`config.mk`:
```
export PLATFORM = sky130hd
export DESIGN_NAME = button_digit_entry_editor_unit_flat
export DESIGN_NICKNAME = d
export VERILOG_FILES = /design/src/hdl/bde_pkg.sv /design/src/hdl/bde_ifs.sv /design/src/hdl/bde_step.sv /design/src/hdl/button_digit_entry_editor_unit.sv /design/src/flat_wrapper.sv
export SDC_FILE = /design/constraint.sdc
export NUM_CORES = 1
export LEC_CHECK = 0
export ABC_CLOCK_PERIOD_IN_PS = 8050
export BUFFER_PORTS_ARGS = -buffer_cell sky130_fd_sc_hd__clkbuf_2
export CAP_MARGIN = 20
export CORE_MARGIN = 2
export CORE_UTILIZATION = 40
export DETAILED_ROUTE_END_ITERATION = 10
export GPL_TIMING_DRIVEN = 0
export PLACE_DENSITY_LB_ADDON = 0.2
export RECOVER_POWER = 50
export SYNTH_ARGS = -nofsm -noshare
export SYNTH_HDL_FRONTEND = slang
export SYNTH_SLANG_ARGS = --single-unit
```
`constraint.sdc`:
```
create_clock -name clk -period 8.05 [get_ports clk]
set_input_delay 1.61 -clock clk [delete_from_list [all_inputs] [get_ports clk]]
set_output_delay 1.61 -clock clk [all_outputs]
set_load 0.02 [all_outputs]
```
`src/hdl/bde_pkg.sv`:
```
// Types and constants shared by the button digit entry editor
package bde_pkg;

  localparam int NUM_DIGITS = 12;
  localparam int DIGIT_W    = 4;
  localparam int CURSOR_W   = 4;

  localparam logic [DIGIT_W-1:0]  DIGIT_MAX = 4'd9;
  localparam logic [CURSOR_W-1:0] LAST_IP   = 4'd11;
  localparam logic [CURSOR_W-1:0] LAST_NUM  = 4'd3;

  localparam logic MODE_IP  = 1'b0;
  localparam logic MODE_NUM = 1'b1;

  localparam int BTN_LEFT  = 0;
  localparam int BTN_UP    = 1;
  localparam int BTN_DOWN  = 2;
  localparam int BTN_RIGHT = 3;

  typedef logic [DIGIT_W-1:0] digit_t;

  typedef struct packed {
    logic refresh_tick;
    logic btn_left;
    logic btn_up;
    logic btn_down;
    logic btn_right;
  } bde_in_t;

  typedef struct packed {
    logic [3:0]  cursor_pos;
    logic [47:0] digits_packed;
    logic        entry_done;
    logic [13:0] number_value;
    logic [7:0]  octet_first;
    logic [7:0]  octet_second;
    logic [7:0]  octet_third;
    logic [7:0]  octet_fourth;
    logic        octet_overflow;
  } bde_out_t;

  typedef struct packed {
    digit_t [NUM_DIGITS-1:0] digits;
    logic [CURSOR_W-1:0]     cursor;
    logic [3:0]              prev;
  } bde_state_t;

  function automatic logic [9:0] group_value(digit_t a, digit_t b, digit_t c);
    return {6'd0, a} * 10'd100 + {6'd0, b} * 10'd10 + {6'd0, c};
  endfunction

endpackage

```
`src/hdl/bde_ifs.sv`:
```
// Valid/ready channel interfaces for input, result and configuration
interface bde_in_if import bde_pkg::*; ();
  logic    valid;
  logic    ready;
  bde_in_t data;
  modport source (output valid, output data, input ready);
  modport sink (input valid, input data, output ready);
endinterface

interface bde_out_if import bde_pkg::*; ();
  logic     valid;
  logic     ready;
  bde_out_t data;
  modport source (output valid, output data, input ready);
  modport sink (input valid, input data, output ready);
endinterface

interface bde_cfg_if;
  logic valid;
  logic ready;
  logic data;
  modport source (output valid, output data, input ready);
  modport sink (input valid, input data, output ready);
endinterface

```
`src/hdl/bde_step.sv`:
```
// Per-tick update: edge detect, cursor move, digit edit and confirm values
module bde_step import bde_pkg::*; (
  input  bde_state_t state,
  input  logic       mode,
  input  bde_in_t    item,
  output bde_state_t state_nxt,
  output bde_out_t   result
);

  logic [3:0]          now;
  logic [3:0]          rise;
  logic [CURSOR_W-1:0] last;
  logic [CURSOR_W-1:0] cur;
  digit_t              d;
  logic [47:0]         packed_d;
  logic [9:0]          grp [4];

  always_comb begin
    for (int i = 0; i < NUM_DIGITS; i++) begin
      packed_d[47-4*i -: 4] = state.digits[i];
    end
    for (int g = 0; g < 4; g++) begin
      grp[g] = group_value(state.digits[3*g], state.digits[3*g+1], state.digits[3*g+2]);
    end
  end

  always_comb begin
    now = '0;
    now[BTN_LEFT]  = item.btn_left;
    now[BTN_UP]    = item.btn_up;
    now[BTN_DOWN]  = item.btn_down;
    now[BTN_RIGHT] = item.btn_right;
    rise = now & ~state.prev;
    last = (mode == MODE_NUM) ? LAST_NUM : LAST_IP;

    state_nxt = state;
    result = '0;
    result.digits_packed = packed_d;
    result.cursor_pos = state.cursor;
    cur = state.cursor;
    d = '0;

    if (item.refresh_tick) begin
      if (now[BTN_LEFT] && now[BTN_RIGHT]) begin
        result.cursor_pos = '0;
        result.entry_done = 1'b1;
        if (mode == MODE_NUM) begin
          result.number_value = {10'd0, state.digits[0]} * 14'd1000
                              + {10'd0, state.digits[1]} * 14'd100
                              + {10'd0, state.digits[2]} * 14'd10
                              + {10'd0, state.digits[3]};
        end else begin
          result.octet_first    = grp[0][7:0];
          result.octet_second   = grp[1][7:0];
          result.octet_third    = grp[2][7:0];
          result.octet_fourth   = grp[3][7:0];
          result.octet_overflow = (grp[0] > 10'd255) || (grp[1] > 10'd255) ||
                                  (grp[2] > 10'd255) || (grp[3] > 10'd255);
        end
        state_nxt = '0;
      end else begin
        if (rise[BTN_LEFT] && (cur != '0)) begin
          cur = cur - 4'd1;
        end
        if (rise[BTN_RIGHT] && (cur < last)) begin
          cur = cur + 4'd1;
        end
        if (cur < 4'(NUM_DIGITS)) begin
          d = state.digits[cur];
          if (rise[BTN_UP]) begin
            d = (d == DIGIT_MAX) ? '0 : d + 4'd1;
          end
          if (rise[BTN_DOWN]) begin
            d = (d == '0) ? DIGIT_MAX : d - 4'd1;
          end
          state_nxt.digits[cur] = d;
        end
        state_nxt.cursor = cur;
        state_nxt.prev = now;
        result.cursor_pos = cur;
        for (int i = 0; i < NUM_DIGITS; i++) begin
          result.digits_packed[47-4*i -: 4] = state_nxt.digits[i];
        end
      end
    end
  end

endmodule

```
`src/hdl/button_digit_entry_editor_unit.sv`:
```
// Button digit entry editor: one transaction per cycle, each tick updates the
// digit store, cursor and button edge memory at once and yields its result in the
// next cycle from the result register. A transaction is taken every cycle
// while the result register is empty or its result is taken in that cycle; a
// stalled result holds the input side. Mode 0 gives four IPv4 octets, mode 1
// a number 0..9999, both on the tick where left and right are held together.
module button_digit_entry_editor_unit import bde_pkg::*; (
  input  logic      clk,
  input  logic      rst_n,
  bde_in_if.sink    in_chan,
  bde_out_if.source out_chan,
  bde_cfg_if.sink   cfg_chan
);

  bde_state_t state_r;
  bde_state_t state_nxt;
  logic       mode_r;
  logic       out_valid_r;
  bde_out_t   out_data_r;
  bde_out_t   result;
  logic       accept;

  assign in_chan.ready  = !out_valid_r || out_chan.ready;
  assign cfg_chan.ready = 1'b1;
  assign accept         = in_chan.valid && in_chan.ready;
  assign out_chan.valid = out_valid_r;
  assign out_chan.data  = out_data_r;

  bde_step u_step (
    .state     (state_r),
    .mode      (mode_r),
    .item      (in_chan.data),
    .state_nxt (state_nxt),
    .result    (result)
  );

  always_ff @(posedge clk) begin
    if (!rst_n) begin
      state_r     <= '0;
      mode_r      <= MODE_IP;
      out_valid_r <= 1'b0;
    end else begin
      if (cfg_chan.valid) begin
        mode_r <= cfg_chan.data;
      end
      if (accept) begin
        state_r     <= state_nxt;
        out_valid_r <= 1'b1;
      end else if (out_chan.ready) begin
        out_valid_r <= 1'b0;
      end
    end
  end

  always_ff @(posedge clk) begin
    if (accept) begin
      out_data_r <= result;
    end
  end

endmodule

```
`src/flat_wrapper.sv`:
```
// flat-port wrapper written by rule: the top's interface ports become plain ports
module button_digit_entry_editor_unit_flat import bde_pkg::*;
  (clk, rst_n, in_chan_valid, in_chan_data, in_chan_ready, out_chan_valid, out_chan_data, out_chan_ready, cfg_chan_valid, cfg_chan_data, cfg_chan_ready);
  bde_in_if in_chan_i ();
  bde_out_if out_chan_i ();
  bde_cfg_if cfg_chan_i ();
  input  logic clk;
  input  logic rst_n;
  input wire logic [$bits(in_chan_i.valid)-1:0] in_chan_valid;
  input wire logic [$bits(in_chan_i.data)-1:0] in_chan_data;
  output wire logic [$bits(in_chan_i.ready)-1:0] in_chan_ready;
  output wire logic [$bits(out_chan_i.valid)-1:0] out_chan_valid;
  output wire logic [$bits(out_chan_i.data)-1:0] out_chan_data;
  input wire logic [$bits(out_chan_i.ready)-1:0] out_chan_ready;
  input wire logic [$bits(cfg_chan_i.valid)-1:0] cfg_chan_valid;
  input wire logic [$bits(cfg_chan_i.data)-1:0] cfg_chan_data;
  output wire logic [$bits(cfg_chan_i.ready)-1:0] cfg_chan_ready;
  assign in_chan_i.valid = in_chan_valid;
  assign in_chan_i.data = in_chan_data;
  assign in_chan_ready = in_chan_i.ready;
  assign out_chan_valid = out_chan_i.valid;
  assign out_chan_data = out_chan_i.data;
  assign out_chan_i.ready = out_chan_ready;
  assign cfg_chan_i.valid = cfg_chan_valid;
  assign cfg_chan_i.data = cfg_chan_data;
  assign cfg_chan_ready = cfg_chan_i.ready;
  button_digit_entry_editor_unit u_core (.clk(clk), .rst_n(rst_n), .in_chan(in_chan_i), .out_chan(out_chan_i), .cfg_chan(cfg_chan_i));
endmodule
```
==> flow_metrics.py <==
metrics = {
    "outcome": {
        "status": "finished with violations",
        "violations": "max-capacitance violations, max-slew violations",
    },
    "yosys": {
        "netlist_instances": 1089,
        "async_flop_share_pct": 0,
        "synth_cell_types": 85,
        "synth_edf_count": 100,
        "muxShareOfSynthArea_pct": 6.12,
        "synthXorXnorAreaFrac_pct": 4.40,
        "synth.avg_cell_area_sq_um": 10.6,
        "synth_top_family_by_area": "adder cells",
        "yosys.area_share.simple_pct": 10.7,
        "synthAdderAreaFrac_pct": 21.9,
        "syn-num-nets": 1280,
        "yosysSeqAreaShare_pct": 36.1,
        "synth_seq_cells": 158,
        "syn_area_sq_um": 11500,
        "yosys_warnings": 0,
        "synth_compound_area_share_pct": 15.6,
        "ys.flop_type": "edfxtp_1",
    },
    "clock_network": {
        "cts_hold_buf": 0,
        "cts_buffer_depth": 2,
        "cts_resized": 0,
        "cts_tree": "built",
        "postCtsSetupRepairBufs": 0,
        "htree_num_levels": 4,
        "clock_latency_ns": 0.44,
        "cts_sinks": 158,
        "root_buffer": "clkbuf_16",
        "clk_pin_slew_worst_paths_ns": 0.07,
        "numCtsBuffers": 17,
    },
    "timing": {
        "slew_headroom_pct": -42.2,
        "clock.fmax_mhz": 152,
        "fin_ws_ns": 1.47,
        "fin_setup_tns_ns": 0,
        "finalSetupViolCount": 0,
        "period_minus_slack_ns": 6.58,
        "hold_viol": 0,
        "drv_slew": 39,
        "clock_skew_ns": 0.0114,
        "worst_pin_slew_ns": 2.13,
        "rsz0062_at_grt": "no",
        "finalCritPeriodShare_pct": 81.8,
    },
    "finish": {
        "nNetsFinal": 1411,
        "drive_gt1_share_pct": 11.6,
        "syn_to_final_growth_pct": 13.1,
        "final_cells": 1618,
        "n_fill_cell": 2790,
    },
    "critical_path": {
        "cp_max_fo": 10,
        "path_class": "input pin to flip-flop",
        "cp-end-kind": "flip-flop",
        "crit_arrival_ns": 6.88,
        "critical_path_required_ns": 8.35,
        "worst_setup_path_start_kind": "input pin",
    },
    "floorplanning": {
        "core-area_sq_um": 28500,
        "dieArea_sq_um": 30200,
        "io_pins": 114,
        "die_w_um": 174,
        "die_h_um": 174,
        "fp-row-count": 62,
        "start_util_pct": 40.5,
    },
    "route": {
        "drt_iter0_drc": 663,
        "wire_per_inst_um": 19.6,
        "wl_um": 31700,
        "antenna_left": 0,
        "viasPerCell": 5.42,
        "vias": 8774,
        "firstDrtPassIters": 6,
        "drc": 0,
    },
    "placed_design": {
        "dp_slack_ns": 1.23,
        "dp.cells": 1585,
        "port_buffers": 111,
        "hpwl_um": 23900,
        "gp_congestion": 0.915,
    },
    "grt": {
        "grt_pass1_vias": 8458,
        "grt_usage_pct": 21.2,
        "grt_max_degree": 67,
        "grt_antenna_before_repair": 1,
        "grt_pass1_wl_um": 49000,
        "grt-ovfl-total": 0,
    },
    "flow_run": {
        "max-cap-violations": 1,
    },
    "pwr": {
        "p_leak_nw": 5.66,
        "vdd_drop_max_mv": 0.114,
        "powerDensity_nw_per_um2": 161,
        "finalPower_mw": 2.10,
    },
    "worst_hold_path": {
        "hold_class": "flip-flop to flip-flop",
    },
}
==> state kept, by name, indices dropped and copies added (netlist names) <==
| register | cells |
|---|---|
| u_core.mode_r | 1 |
| u_core.out_chan.data | 100 |
| u_core.out_chan.valid | 1 |
| u_core.state_r | 56 |
==> placed cells by master, fill, tap and decap left out, types with 45 or more instances in the layout <==
cell type	n
ha_1	143
clkbuf_1	123
inv_1	113
edfxtp_1	100
nor2_1	74
dfxtp_1	58
a21oi_1	57
xnor2_1	50
mux2_2	50
o21ai_0	45
==> logic make-up (layout without fill, tap and decap cells) <==
| kind of cell | count (synthesis) | count (layout) |
|---|---|---|
| buffers and inverters | 148 | 292 |
| muxes | 61 | 61 |
| and+or+nand+nor | 238 | 238 |
| xor gates and xnor gates | 58 | 58 |
| other | 1 | 2 |
| DFF | 158 | 158 |
| AOI/OAI and AO/OA | 245 | 245 |
| adders and majority gates | 180 | 180 |
==> path summary, 6_finish.rpt <==
path	start	endpoint	slack (ns)	cells past startpoint
worst min-delay path	u_core.state_r[2]$_SDFFE_PN0P_	u_core.state_r[2]$_SDFFE_PN0P_	0.46	2
worst max-delay path	in_chan_data[3]	u_core.out_chan.data[87]$_DFFE_PP_	1.47	18
worst max register to register	u_core.state_r[4]$_SDFFE_PN0P_	u_core.out_chan.data[87]$_DFFE_PP_	1.90	19
worst min register to register	u_core.state_r[2]$_SDFFE_PN0P_	u_core.state_r[2]$_SDFFE_PN0P_	0.46	2
==> metal layers <==
| metal | track usage [%] | share of wire (%) | up-vias |
|---|---|---|---|
| met2 | 32.8 | 45 | 276 |
| li1 | - | - | 4231 |
| met4 | 6.79 | 2.0 | 0 |
| met1 | 30.5 | 48 | 4230 |
| met5 | 0 | 0 | - |
| met3 | 3.26 | 5.7 | 37 |
==> cells in the mapped netlist, drive strengths merged (20+ instances only) <==
master	instances	share of area [%]
a21oi	63	3.0
a32o	36	3.1
and2	20	1.1
clkbuf	20	0.65
dfxtp	58	10
edfxtp	100	26
fa	37	6.4
ha	143	15
inv	113	3.7
mux2	51	5.0
nand2	37	1.2
nor2	75	2.5
nor3	34	1.5
o21ai	51	2.4
xnor2	50	3.8
==> where the power goes <==
part,internal [mW],switching [mW],total (mW)
sequential,0.891,0.0161,0.908
clock,0.416,0.391,0.807
combinational,0.113,0.270,0.384
total,1.42,0.677,2.10
==> layout make-up <==
| type | instances | area (sq um) | share of cell area, % |
|---|---|---|---|
| multi-input cells | 783 | 6800 | 52.1 |
| diodes | 1 | 2.50 | 0.0192 |
| clock buffers | 17 | 425 | 3.26 |
| clock inverters | 15 | 165 | 1.26 |
| repair buffers | 112 | 432 | 3.31 |
| flip-flops and latches | 158 | 4160 | 31.9 |
| plain buffers | 34 | 160 | 1.23 |
| well taps | 384 | 480 | 3.68 |
| inverters | 114 | 428 | 3.28 |
==> critical path, stage by stage <==
cell	delay [ns]
clkbuf_1	0.28
nand2b_2	0.17
nor4_1	0.26
mux2_2	0.28
inv_1	0.13
ha_1	0.27
or3b_1	0.35
buf_1	0.25
or3_1	0.38
a22oi_2	0.49
mux2i_1	0.43
nor3_1	0.13
o311ai_4	0.43
a21boi_1	0.23
o21ba_1	0.17
o211ai_2	0.36
buf_2	0.40
mux2_2	0.25
==> metrics by stage <==
stage               hold slack [ns]  util [%]  instance area [sq um]
floorplan                     0.432         -                  11500
finish                        0.463      45.7                  13100
detailed placement            0.448      44.2                  12600
global placement              0.441      44.1                  12600
global route                  0.482      45.7                  13100
CTS                           0.458      46.2                  13200
No activity file was read; power rests on OpenSTA's default activity.
